[src/scancode_to_ascii_fifo_assert.svh]
// Assertion macros used by the scancode to ASCII FIFO back end.
`ifndef SCANCODE_TO_ASCII_FIFO_ASSERT_SVH
`define SCANCODE_TO_ASCII_FIFO_ASSERT_SVH
`ifndef SYNTH
// same-cycle implication, disabled in reset
`define SC2A_ASSERT_NOW(label, clk, rst, ante, cons, msg) \
   label: assert property (@(posedge clk) disable iff (rst) (ante) |-> (cons)) \
      else $error(msg);
// next-cycle implication, disabled in reset
`define SC2A_ASSERT_NEXT(label, clk, rst, ante, cons, msg) \
   label: assert property (@(posedge clk) disable iff (rst) (ante) |=> (cons)) \
      else $error(msg);
`else
`define SC2A_ASSERT_NOW(label, clk, rst, ante, cons, msg)
`define SC2A_ASSERT_NEXT(label, clk, rst, ante, cons, msg)
`endif
`endif

[src/sc2a_pkg.sv]
// Package: constants, ASCII tables and command type for the scancode to ASCII FIFO.
package sc2a_pkg;

   localparam int FIFO_DEPTH = 128;
   localparam int FIFO_IDX_W = $clog2(FIFO_DEPTH);
   localparam int TABLE_LEN  = 58;

   // request opcodes
   localparam logic [1:0] OP_SCAN  = 2'd0;
   localparam logic [1:0] OP_READ  = 2'd1;
   localparam logic [1:0] OP_FLUSH = 2'd2;

   // set-1 scancodes of interest
   localparam logic [7:0] SC_LSHIFT     = 8'h2A;
   localparam logic [7:0] SC_RSHIFT     = 8'h36;
   localparam logic [7:0] SC_LSHIFT_REL = 8'hAA;
   localparam logic [7:0] SC_RSHIFT_REL = 8'hB6;
   localparam logic [7:0] SC_CTRL       = 8'h1D;
   localparam logic [7:0] SC_CTRL_REL   = 8'h9D;
   localparam logic [7:0] SC_CAPS       = 8'h3A;

   localparam logic [6:0] CH_LOWER_A = 7'h61;
   localparam logic [6:0] CH_LOWER_Z = 7'h7A;
   localparam logic [6:0] CH_LOWER_C = 7'h63;
   localparam logic [6:0] CH_UPPER_C = 7'h43;
   localparam logic [6:0] CH_ETX     = 7'h03;

   // back-end command kinds
   localparam logic [1:0] CMD_NOP   = 2'd0;
   localparam logic [1:0] CMD_PUSH  = 2'd1;
   localparam logic [1:0] CMD_POP   = 2'd2;
   localparam logic [1:0] CMD_FLUSH = 2'd3;

   typedef struct packed {
      logic [1:0] kind;
      logic [6:0] ch;
   } cmd_type;

   localparam logic [6:0] PLAIN_MAP [TABLE_LEN] = '{
      7'h00, 7'h00, 7'h31, 7'h32, 7'h33, 7'h34, 7'h35, 7'h36, 7'h37, 7'h38,
      7'h39, 7'h30, 7'h2D, 7'h3D, 7'h08, 7'h09, 7'h71, 7'h77, 7'h65, 7'h72,
      7'h74, 7'h79, 7'h75, 7'h69, 7'h6F, 7'h70, 7'h5B, 7'h5D, 7'h0A, 7'h00,
      7'h61, 7'h73, 7'h64, 7'h66, 7'h67, 7'h68, 7'h6A, 7'h6B, 7'h6C, 7'h3B,
      7'h27, 7'h60, 7'h00, 7'h5C, 7'h7A, 7'h78, 7'h63, 7'h76, 7'h62, 7'h6E,
      7'h6D, 7'h2C, 7'h2E, 7'h2F, 7'h00, 7'h2A, 7'h00, 7'h20
   };

   localparam logic [6:0] UPPER_MAP [TABLE_LEN] = '{
      7'h00, 7'h00, 7'h21, 7'h40, 7'h23, 7'h24, 7'h25, 7'h5E, 7'h26, 7'h2A,
      7'h28, 7'h29, 7'h5F, 7'h2B, 7'h08, 7'h09, 7'h51, 7'h57, 7'h45, 7'h52,
      7'h54, 7'h59, 7'h55, 7'h49, 7'h4F, 7'h50, 7'h7B, 7'h7D, 7'h0A, 7'h00,
      7'h41, 7'h53, 7'h44, 7'h46, 7'h47, 7'h48, 7'h4A, 7'h4B, 7'h4C, 7'h3A,
      7'h22, 7'h7E, 7'h00, 7'h7C, 7'h5A, 7'h58, 7'h43, 7'h56, 7'h42, 7'h4E,
      7'h4D, 7'h3C, 7'h3E, 7'h3F, 7'h00, 7'h2A, 7'h00, 7'h20
   };

endpackage

[src/sc2a_front.sv]
// Front end: accepts items, tracks modifiers and maps scancodes to commands.
module sc2a_front import sc2a_pkg::*; (
   input  logic       clock,
   input  logic       reset,
   input  logic       req_valid,
   output logic       req_ready,
   input  logic [1:0] req_opcode,
   input  logic [7:0] req_scan_byte,
   output logic       cmd_valid,
   input  logic       cmd_ready,
   output cmd_type    cmd
);

   logic       shift_ff, shift_in;
   logic       ctrl_ff, ctrl_in;
   logic       caps_ff, caps_in;
   logic       accept;
   logic [5:0] tidx;
   logic [6:0] plain_ch, upper_ch, ch;

   assign req_ready = cmd_ready;
   assign cmd_valid = req_valid;
   assign accept    = req_valid && cmd_ready;
   assign tidx      = req_scan_byte[5:0];
   assign plain_ch  = PLAIN_MAP[tidx];
   assign upper_ch  = UPPER_MAP[tidx];

   always_comb begin
      ch = shift_ff ? upper_ch : plain_ch;
      if (!shift_ff && caps_ff && plain_ch >= CH_LOWER_A && plain_ch <= CH_LOWER_Z) begin
         ch = upper_ch;
      end
      if (ctrl_ff && (ch == CH_LOWER_C || ch == CH_UPPER_C)) begin
         ch = CH_ETX;
      end
   end

   always_comb begin
      shift_in = shift_ff;
      ctrl_in  = ctrl_ff;
      caps_in  = caps_ff;
      cmd.kind = CMD_NOP;
      cmd.ch   = '0;
      unique case (req_opcode)
         OP_SCAN: begin
            unique case (req_scan_byte) inside
               SC_LSHIFT, SC_RSHIFT:         shift_in = 1'b1;
               SC_LSHIFT_REL, SC_RSHIFT_REL: shift_in = 1'b0;
               SC_CTRL:                      ctrl_in  = 1'b1;
               SC_CTRL_REL:                  ctrl_in  = 1'b0;
               SC_CAPS:                      caps_in  = !caps_ff;
               default: begin
                  // break codes and codes past the table give nothing
                  if (req_scan_byte < 8'(TABLE_LEN) && ch != '0) begin
                     cmd.kind = CMD_PUSH;
                     cmd.ch   = ch;
                  end
               end
            endcase
         end
         OP_READ:  cmd.kind = CMD_POP;
         OP_FLUSH: cmd.kind = CMD_FLUSH;
         default:  cmd.kind = CMD_NOP;
      endcase
   end

   always_ff @(posedge clock) begin
      if (reset) begin
         shift_ff <= 1'b0;
         ctrl_ff  <= 1'b0;
         caps_ff  <= 1'b0;
      end else if (accept) begin
         shift_ff <= shift_in;
         ctrl_ff  <= ctrl_in;
         caps_ff  <= caps_in;
      end
   end

endmodule

[src/sc2a_cmdq.sv]
// Two-entry command queue between the front and back ends.
module sc2a_cmdq import sc2a_pkg::*; (
   input  logic    clock,
   input  logic    reset,
   input  logic    push_valid,
   output logic    push_ready,
   input  cmd_type push_cmd,
   output logic    pop_valid,
   input  logic    pop_ready,
   output cmd_type pop_cmd
);

   cmd_type    slot_ff [2];
   logic       wr_ptr_ff, rd_ptr_ff;
   logic [1:0] count_ff, count_in;
   logic       do_push, do_pop;

   assign push_ready = (count_ff != 2'd2);
   assign pop_valid  = (count_ff != 2'd0);
   assign pop_cmd    = slot_ff[rd_ptr_ff];
   assign do_push    = push_valid && push_ready;
   assign do_pop     = pop_valid && pop_ready;

   always_comb begin
      count_in = count_ff;
      if (do_push && !do_pop) begin
         count_in = count_ff + 2'd1;
      end else if (do_pop && !do_push) begin
         count_in = count_ff - 2'd1;
      end
   end

   always_ff @(posedge clock) begin
      if (do_push) begin
         slot_ff[wr_ptr_ff] <= push_cmd;
      end
   end

   always_ff @(posedge clock) begin
      if (reset) begin
         wr_ptr_ff <= 1'b0;
         rd_ptr_ff <= 1'b0;
         count_ff  <= 2'd0;
      end else begin
         if (do_push) begin
            wr_ptr_ff <= !wr_ptr_ff;
         end
         if (do_pop) begin
            rd_ptr_ff <= !rd_ptr_ff;
         end
         count_ff <= count_in;
      end
   end

endmodule

[src/sc2a_back.sv]
// Back end: character ring buffer and registered result stage.
`include "scancode_to_ascii_fifo_assert.svh"
module sc2a_back import sc2a_pkg::*; (
   input  logic       clock,
   input  logic       reset,
   input  logic       cmd_valid,
   output logic       cmd_ready,
   input  cmd_type    cmd,
   output logic       rsp_valid,
   input  logic       rsp_ready,
   output logic [6:0] rsp_key_char,
   output logic       rsp_key_valid,
   output logic       rsp_key_pending,
   output logic       rsp_overflow_drop
);

   localparam logic [FIFO_IDX_W-1:0] LAST_IDX = FIFO_IDX_W'(FIFO_DEPTH - 1);

   logic [6:0]            store [FIFO_DEPTH];
   logic [6:0]            rd_data_ff;
   logic [FIFO_IDX_W-1:0] wr_idx_ff, wr_idx_in;
   logic [FIFO_IDX_W-1:0] rd_idx_ff, rd_idx_in;
   logic [FIFO_IDX_W-1:0] wr_next, rd_next;
   logic                  rsp_valid_ff;
   logic                  kv_ff, kv_in;
   logic                  pend_ff;
   logic                  drop_ff, drop_in;
   logic                  exec;
   logic                  do_write;

   assign cmd_ready = !rsp_valid_ff || rsp_ready;
   assign exec      = cmd_valid && cmd_ready;
   assign wr_next   = (wr_idx_ff == LAST_IDX) ? '0 : wr_idx_ff + 1'b1;
   assign rd_next   = (rd_idx_ff == LAST_IDX) ? '0 : rd_idx_ff + 1'b1;

   always_comb begin
      wr_idx_in = wr_idx_ff;
      rd_idx_in = rd_idx_ff;
      kv_in     = 1'b0;
      drop_in   = 1'b0;
      do_write  = 1'b0;
      unique case (cmd.kind)
         CMD_PUSH: begin
            // one slot stays empty, so full is next write index meeting read index
            if (wr_next == rd_idx_ff) begin
               drop_in = 1'b1;
            end else begin
               do_write  = 1'b1;
               wr_idx_in = wr_next;
            end
         end
         CMD_POP: begin
            if (wr_idx_ff != rd_idx_ff) begin
               kv_in     = 1'b1;
               rd_idx_in = rd_next;
            end
         end
         CMD_FLUSH: begin
            wr_idx_in = '0;
            rd_idx_in = '0;
         end
         default: begin
         end
      endcase
   end

   always_ff @(posedge clock) begin
      if (exec && do_write) begin
         store[wr_idx_ff] <= cmd.ch;
      end
      if (exec) begin
         rd_data_ff <= store[rd_idx_ff];
      end
   end

   always_ff @(posedge clock) begin
      if (exec) begin
         kv_ff   <= kv_in;
         pend_ff <= (wr_idx_in != rd_idx_in);
         drop_ff <= drop_in;
      end
   end

   always_ff @(posedge clock) begin
      if (reset) begin
         wr_idx_ff    <= '0;
         rd_idx_ff    <= '0;
         rsp_valid_ff <= 1'b0;
      end else begin
         if (exec) begin
            wr_idx_ff <= wr_idx_in;
            rd_idx_ff <= rd_idx_in;
         end
         if (exec) begin
            rsp_valid_ff <= 1'b1;
         end else if (rsp_ready) begin
            rsp_valid_ff <= 1'b0;
         end
      end
   end

   assign rsp_valid         = rsp_valid_ff;
   assign rsp_key_char      = kv_ff ? rd_data_ff : '0;
   assign rsp_key_valid     = kv_ff;
   assign rsp_key_pending   = pend_ff;
   assign rsp_overflow_drop = drop_ff;

   `SC2A_ASSERT_NOW(a_drop_means_pending, clock, reset, rsp_valid_ff && drop_ff, pend_ff && !kv_ff, "drop without full buffer")
   `SC2A_ASSERT_NEXT(a_flush_clears, clock, reset, exec && cmd.kind == CMD_FLUSH, wr_idx_ff == '0 && rd_idx_ff == '0 && !pend_ff, "flush left buffer non-empty")
   `SC2A_ASSERT_NEXT(a_nop_keeps_idx, clock, reset, exec && cmd.kind == CMD_NOP, $stable(wr_idx_ff) && $stable(rd_idx_ff), "no-op moved an index")
   `SC2A_ASSERT_NEXT(a_pop_advances, clock, reset, exec && cmd.kind == CMD_POP && wr_idx_ff != rd_idx_ff, kv_ff && rd_idx_ff == $past(rd_next), "pop did not advance read index")

endmodule

[src/scancode_to_ascii_fifo.sv]
// Top level: set-1 scancode to ASCII converter with a character ring buffer.
// An accepted item passes through the command queue, then the result register, before its result shows.
// Throughput: 1 item per cycle while the result side takes results; the table lookup is combinational.
// Buffer holds FIFO_DEPTH-1 characters; one slot is kept empty to tell full from empty.
// Reset (synchronous, active high) clears modifiers, buffer indices, queue and result valid.
// The character store itself is not cleared; only written entries are ever read.
module scancode_to_ascii_fifo import sc2a_pkg::*; (
   input  logic       clock,
   input  logic       reset,
   input  logic       req_valid,
   output logic       req_ready,
   input  logic [1:0] req_opcode,
   input  logic [7:0] req_scan_byte,
   output logic       rsp_valid,
   input  logic       rsp_ready,
   output logic [6:0] rsp_key_char,
   output logic       rsp_key_valid,
   output logic       rsp_key_pending,
   output logic       rsp_overflow_drop
);

   // front -> queue
   logic    fq_valid, fq_ready;
   cmd_type fq_cmd;
   // queue -> back
   logic    qb_valid, qb_ready;
   cmd_type qb_cmd;

   // Front end: Shift/Ctrl/Caps tracking and table lookup, one item per cycle while the queue has room.
   sc2a_front u_front (
      .clock         (clock),
      .reset         (reset),
      .req_valid     (req_valid),
      .req_ready     (req_ready),
      .req_opcode    (req_opcode),
      .req_scan_byte (req_scan_byte),
      .cmd_valid     (fq_valid),
      .cmd_ready     (fq_ready),
      .cmd           (fq_cmd)
   );

   // Two-entry queue so that a stalled result holds the front end only once the queue is full.
   sc2a_cmdq u_cmdq (
      .clock      (clock),
      .reset      (reset),
      .push_valid (fq_valid),
      .push_ready (fq_ready),
      .push_cmd   (fq_cmd),
      .pop_valid  (qb_valid),
      .pop_ready  (qb_ready),
      .pop_cmd    (qb_cmd)
   );

   // Back end: push/pop/flush on the ring buffer, registered item out.
   sc2a_back u_back (
      .clock             (clock),
      .reset             (reset),
      .cmd_valid         (qb_valid),
      .cmd_ready         (qb_ready),
      .cmd               (qb_cmd),
      .rsp_valid         (rsp_valid),
      .rsp_ready         (rsp_ready),
      .rsp_key_char      (rsp_key_char),
      .rsp_key_valid     (rsp_key_valid),
      .rsp_key_pending   (rsp_key_pending),
      .rsp_overflow_drop (rsp_overflow_drop)
   );

endmodule

[config.mk]
export PLATFORM = sky130hd
export DESIGN_NAME = scancode_to_ascii_fifo
export DESIGN_NICKNAME = d
export VERILOG_FILES = /design/src/sc2a_pkg.sv /design/src/sc2a_front.sv /design/src/sc2a_cmdq.sv /design/src/sc2a_back.sv /design/src/scancode_to_ascii_fifo.sv
export VERILOG_INCLUDE_DIRS = /design/src /design/src/src
export SDC_FILE = /design/constraint.sdc
export NUM_CORES = 1
export LEC_CHECK = 0
export BUFFER_PORTS_ARGS = -buffer_cell sky130_fd_sc_hd__buf_2
export CORE_ASPECT_RATIO = 1.5
export CORE_MARGIN = 2
export CORE_UTILIZATION = 25
export CTS_BUF_LIST = sky130_fd_sc_hd__clkbuf_8
export CTS_CLUSTER_SIZE = 8
export DETAILED_ROUTE_END_ITERATION = 16
export PLACE_DENSITY = 0.38
export SYNTH_ARGS = -nofsm -noshare
export SYNTH_HDL_FRONTEND = slang
export SYNTH_HIERARCHICAL = 1
export SYNTH_SLANG_ARGS = --single-unit
[constraint.sdc]
create_clock -name clock -period 5.2 [get_ports clock]
set_input_delay 1.04 -clock clock [delete_from_list [all_inputs] [get_ports clock]]
set_output_delay 1.04 -clock clock [all_outputs]
set_load 0.005 [all_outputs]
# After elaboration in Yosys (flattened, before gate mapping)
# Memory sizes are Yosys's and may differ from the RTL's. A register that Yosys moved wholly into a read port is not among the register bits.
# Cells that the tools add are included.
[word_totals]
reg_bits = 25
ramBits = 914
mem_bits_ro = 896
input_bits = 14
out_inout_bits = 12
memories = 4
[mem_list]
columns = ["memory", "words", "width", "rd", "rd_clocked_by_memory_dff", "wr", "line_no", "source"]
rows = [
  ["u_back.store", 128, 7, 1, 1, 1, "sc2a_back.sv:19", "logic [6:0] store [FIFO_DEPTH];"],
  ["(no name shown)", 64, 7, 1, 0, 0, "sc2a_front.sv:25", "assign plain_ch = PLAIN_MAP[tidx];"],
  ["(no name shown)", 64, 7, 1, 0, 0, "sc2a_front.sv:26", "assign upper_ch = UPPER_MAP[tidx];"],
  ["u_cmdq.slot_ff", 2, 9, 1, 1, 1, "sc2a_cmdq.sv:13", "cmd_type slot_ff [2];"],
]
[op_classes]
n_addsub = 4
magnitude_cmp = 4
eq_ne = 20
mux = 34
bitwise_logic = 1
n_reduce_logical = 32
[op_table]
columns = ["cell", "n"]
rows = [
  ["$mux 7", 13],
  ["$eq 7x7->1 const B", 4],
  ["$pmux 7 s2", 2],
  ["$eq 8x6->1 const B", 3],
  ["$eq 8x8->1 const B", 3],
  ["$mux 8", 2],
  ["$add 7x1->7 const B", 2],
  ["$ge 7x7->1 const B", 2],
  ["$ne 7x7->1", 2],
  ["$mux 1", 12],
  ["$logic_and 1x1->1", 10],
  ["$reduce_bool 2->1", 5],
  ["$reduce_and 3->1", 3],
  ["$eq 8x5->1 const B", 1],
  ["$lt 8x6->1 const B", 1],
  ["$eq 7x7->1", 1],
  ["$le 7x7->1 const B", 1],
  ["$logic_not 1->1", 7],
  ["$not 6->7", 1],
  ["$reduce_bool 7->1", 1],
  ["$reduce_or 7->1", 1],
  ["$eq 2x2->1 const B", 3],
  ["$pmux 2 s3", 1],
  ["$eq 2x1->1 const B", 2],
  ["8 further kinds", 12],
]

# Logic depth before layout (Yosys ltp)
[depth]
ltp_word = 17
ltp_mapped = 13
depth_no_buf = 11

# By module
# Netlist, hierarchy kept.
[modules_own_cells]
columns = ["module", "n_inst", "cells_each", "area_each_um2", "seq_area_each_um2"]
rows = [
  ["sc2a_back", 1, 1673, 36512.5, 27506.4],
  ["sc2a_front", 1, 253, 1775.5, 60.1],
  ["sc2a_cmdq", 1, 52, 877.1, 640.6],
]

# Worst setup path before layout
# No wires, ideal clock.
[synth_timing]
kind = "input to register"
start = "in req_scan_byte[1]"
end = "mem u_cmdq/slot_ff[0][5] (netlist name), data pin"
setup_ns = 0.184
arrival_ns = 3.801
t_required_ns = 5.016
setup_slack_ns = 1.216
path_stages = 13
path_buffers = 2
cell_sequence = "buf_2 -> inv_1 -> ha_1 -> nor2b_1 -> or4_4 -> nand4bb_2 -> nand2_1 -> or4_4 -> a31oi_4 -> buf_6 -> mux2i_1 -> o21ai_1 -> a211oi_1"
[synth_rtl]
columns = ["item", "line_no", "source"]
rows = [
  ["start: declaration", "scancode_to_ascii_fifo.sv:13", "input logic [7:0] req_scan_byte,"],
  ["end: declaration", "sc2a_cmdq.sv:13", ""],
]

# Final worst setup path
[layout_timing]
start = "reg u_back.wr_idx_ff[0]"
end = "mem u_back.store[55][2] (enable)"
[layout_via]
elab_chain_len = 8
elab_cells_between_ends = 9
cone_classes = "1 x add/sub; 2 x eq/ne; 5 x mux; 1 x reduce/logical"
[layout_lines]
columns = ["item", "line_no", "source"]
rows = [
  ["start: declaration", "sc2a_back.sv:21", "logic [FIFO_IDX_W-1:0] wr_idx_ff, wr_idx_in;"],
  ["start signal: assignment", "sc2a_back.sv:91", "wr_idx_ff <= wr_idx_in;"],
  ["$add 7x1->7 / $eq 7x7->1 (equally long branches)", "sc2a_back.sv:33", "assign wr_next = (wr_idx_ff == LAST_IDX) ? '0 : wr_idx_ff + 1'b1;"],
  ["$mux 7", "sc2a_back.sv:33", ""],
  ["$eq 7x7->1", "sc2a_back.sv:45", "if (wr_next == rd_idx_ff) begin"],
  ["$mux 1", "sc2a_back.sv:45", ""],
  ["$mux 1", "sc2a_back.sv:42", "unique case (cmd.kind)"],
  ["$logic_and 1x1->1", "sc2a_back.sv:68", "if (exec && do_write) begin"],
  ["$mux 1", "sc2a_back.sv:68", ""],
  ["$mux 1 (not written as such)", "sc2a_back.sv:69", "store[wr_idx_ff] <= cmd.ch;"],
  ["end: declaration", "sc2a_back.sv:19", ""],
]
# Parallel ways exist; a longest one is shown, timed or not.

==> summary.md <==
| Metric | Value |
|---|---|
| Run status | finished, final reports clean |
| Antenna violations before repair | 4 |
| Crit-path max FO | 16 |
| I/O Buffers | 25 |
| Max-cap violations | 0 |
| Final instance area | 0.0442 mm^2 |
| Drt drc | 0 |
| Setup violations, final | 0 |
| Crit path required time | 5.64 ns |
| Mux contribution to synthesized area | 0.176 |
| Worst skew pair latency | 0.83 ns |
| Post-synth ARST share | 0 |
| Worst slew pin tran | 1.16 ns |
| Startpoint Class | flip-flop |
| Detailed placer's ending HPWL | 67,300 um |
| Unrepaired setup endpoints after global routing | false |
| Compound-gate portion of the synthesized area | 0.0296 |
| Row count | 177 |
| Peak VDD IR | 0.359 mV |
| Post-detailed-route count of antenna-violating nets | 0 |
| Yosys warns | 6 |
| Initial DRT Pass Iterations | 5 |
| Pleak | 13.2 nW |
| Avg Inst Size Synth | 19.8 um^2 |
| Overflow after GRT | 0 |
| Synth Area in Adders | 0.00537 |
| Boundary Pins | 26 |
| Post-Syn Nets | 2,008 |
| Kind of critical path | flip-flop to flip-flop |
| Number of flops mapped to enable cells by yosys | 924 |
| DR vias | 19,445 |
| Clock buffer depth | 3 |
| Period Utilization, post-route | 0.814 |
| Nets | 2,105 |
| Fin crit period | 4.23 ns |
| PwrDens | 477 mW/mm^2 |
| Top cell type's share of synthesized area | 0.708 |
| Yosys reg bits | 947 |
| Reg clk slew, reported paths | 0.06 ns |
| Root Driver | clkbuf_8 |
| Final WL | 106,000 um |
| Seq/Total Area, Yosys | 0.720 |
| Synthesis-to-layout area growth | 12.9% |
| CTS tree | built |
| Fin Setup TNS | 0 ns |
| Simple-Gate Fraction of Synth Area | 0.0464 |
| Global-route wire length before repair | 155,000 um |
| Clock skew | 0.0386 ns |
| DR iter-0 viols | 1,268 |
| Routed length per instance | 25.2 um |
| Die Y | 489 um |
| Place WS | 0.583 ns |
| Die ar. | 0.160 mm^2 |
| Most frequent cells in the layout | edfxtp_1, mux4_2, nor2_1, clkbuf_8, inv_1 |
| Cts bufs inserted | 150 |
| Gate Count Post-Synth | 1,978 |
| Worst hold slack | 0.468 ns |
| Placed insts | 3,981 |
| Resized Gates After CTS | 0 |
| Post-synth top area cell | edfxtp_1 |
| Initial Utilization | 0.252 |
| Slew HR | 0.225 |
| CTS Hold Buffers Added | 0 |
| # H-tree levels | 4 |
| Die X | 327 um |
| Gpl congestion | 0.782 |
| Clock sink total | 947 |
| Fin cells | 4,216 |
| Layout cells sized above 1 | 0.274 |
| Vias in the first global route | 20,821 |
| Synth Flop Type | edfxtp_1 |
| Final Hold Fails | 0 |
| Core area | 0.155 mm^2 |
| Ranking of synthesized cells by area | edfxtp_1, mux4_2, nor2_1 |
| Largest net degree at the start of global routing | 109 |
| Via density per instance | 4.61 |
| Commonest non-fill, non-tap cell in the layout | edfxtp_1 |
| Library cells used by synthesis | 97 |
| Critical Path AT | 4.68 ns |
| Worst min path class | input pin to flip-flop |
| Xor-xnor portion of the synthesized cell area | 0.00486 |
| Post-CTS setup buffer count | 0 |
| Placed cell areas | 0.0417 mm^2 |
| CP endpoint kind | flip-flop |
| Fin worst setup slack | 0.966 ns |
| F_max | 236 MHz |
| GRT Total Usage | 0.134 |
| Combinational family with the most area after synthesis | multiplexers |
| Final slew viol count | 0 |
| Cell Area, Synth | 0.0392 mm^2 |
[critical path, cell delays in order (launching register included)]
cell,delay (ns)
dfxtp_1,0.70
ha_1,0.38
and3_1,0.26
maj3_1,0.21
o2bb2ai_2,0.10
and2_1,0.21
a21boi_2,0.40
nand3_1,0.58
buf_12,0.39
nor2_1,0.62
[path summary, 6_finish.rpt]
check	from	to	slack, ns	depth (start not counted)
hold / removal	req_scan_byte[7]	u_front/ctrl_ff$_SDFFE_PP0P_	0.47	2
hold reg to reg	u_front/caps_ff$_SDFFE_PP0P_	u_front/caps_ff$_SDFFE_PP0P_	0.49	2
setup reg to reg	u_back/wr_idx_ff[0]$_SDFFE_PP0P_	u_back/store[55][2]$_DFFE_PP_	0.97	9
setup / recovery	u_back/wr_idx_ff[0]$_SDFFE_PP0P_	u_back/store[55][2]$_DFFE_PP_	0.97	9
[logic make-up after synthesis]
family	count (synthesis)
flip-flops	947
AND/OR/NAND/NOR	373
buffers and inverters	141
multiplexers	320
adder cells (fa/ha/maj)	17
XOR/XNOR	20
AO/OA/AOI/OAI	160
[metal layers]
layer,track usage,part of all wire
met5,0,0.00012
met4,0.0370,0.022
met3,0.0232,0.035
met2,0.248,0.54
met1,0.160,0.40
[layout make-up]
| type | count | area (um^2) |
|---|---|---|
| antenna | 3 | 7.51 |
| clock buffer | 154 | 2120 |
| clock inverter | 78 | 408 |
| fill | 15185 | 111000 |
| inverter | 23 | 88.8 |
| multi-input combinational | 890 | 10300 |
| sequential | 947 | 28200 |
| tap | 2058 | 2570 |
| timing repair buffer | 63 | 485 |
[power breakdown]
group	internal (mW)	switching, mW
Combinational	2.31	3.53
Sequential	9.28	0.272
Clock	2.81	2.90
Total	14.4	6.70
[registers in the layout, summed over array words and instances (netlist names), 2 cells and up, named ones only]
name / flops
u_back/store: 896
u_back/wr_idx_ff: 7
u_cmdq/slot_ff: 18
u_back/rd_idx_ff: 7
u_back/rd_data_ff: 7
u_cmdq/count_ff: 2
[synth_stat cells, drive strengths merged (4+ instances only)]
| cell | count |
|---|---|
| nand2 | 50 |
| mux2 | 19 |
| nand3 | 18 |
| ha | 16 |
| edfxtp | 924 |
| a21oi | 35 |
| nand4 | 11 |
| o31ai | 7 |
| xor2 | 9 |
| or3 | 10 |
| and3 | 7 |
| a31oi | 5 |
| o31a | 6 |
| a21o | 4 |
| nor2b | 19 |
| inv | 23 |
| a211oi | 18 |
| mux2i | 7 |
| and2 | 17 |
| xnor2 | 10 |
| a21boi | 6 |
| o21ai | 31 |
| nor2 | 185 |
| or2 | 4 |
| dfxtp | 23 |
| buf | 68 |
| clkbuf | 50 |
| mux4 | 294 |
| nor4 | 5 |
| nand2b | 9 |
| a22oi | 6 |
| nor3 | 18 |
| o22ai | 7 |
[stage by stage]
| stage | power (mW) | utilization |
|---|---|---|
| floorplan | 13.4 | - |
| global placement | 15.8 | 0.268 |
| detailed placement | 15.8 | 0.268 |
| CTS | 21.7 | 0.285 |
| global route | 22.1 | 0.285 |
| finish | 21.1 | 0.285 |
Note: power is estimated with default switching activity, not from simulation.
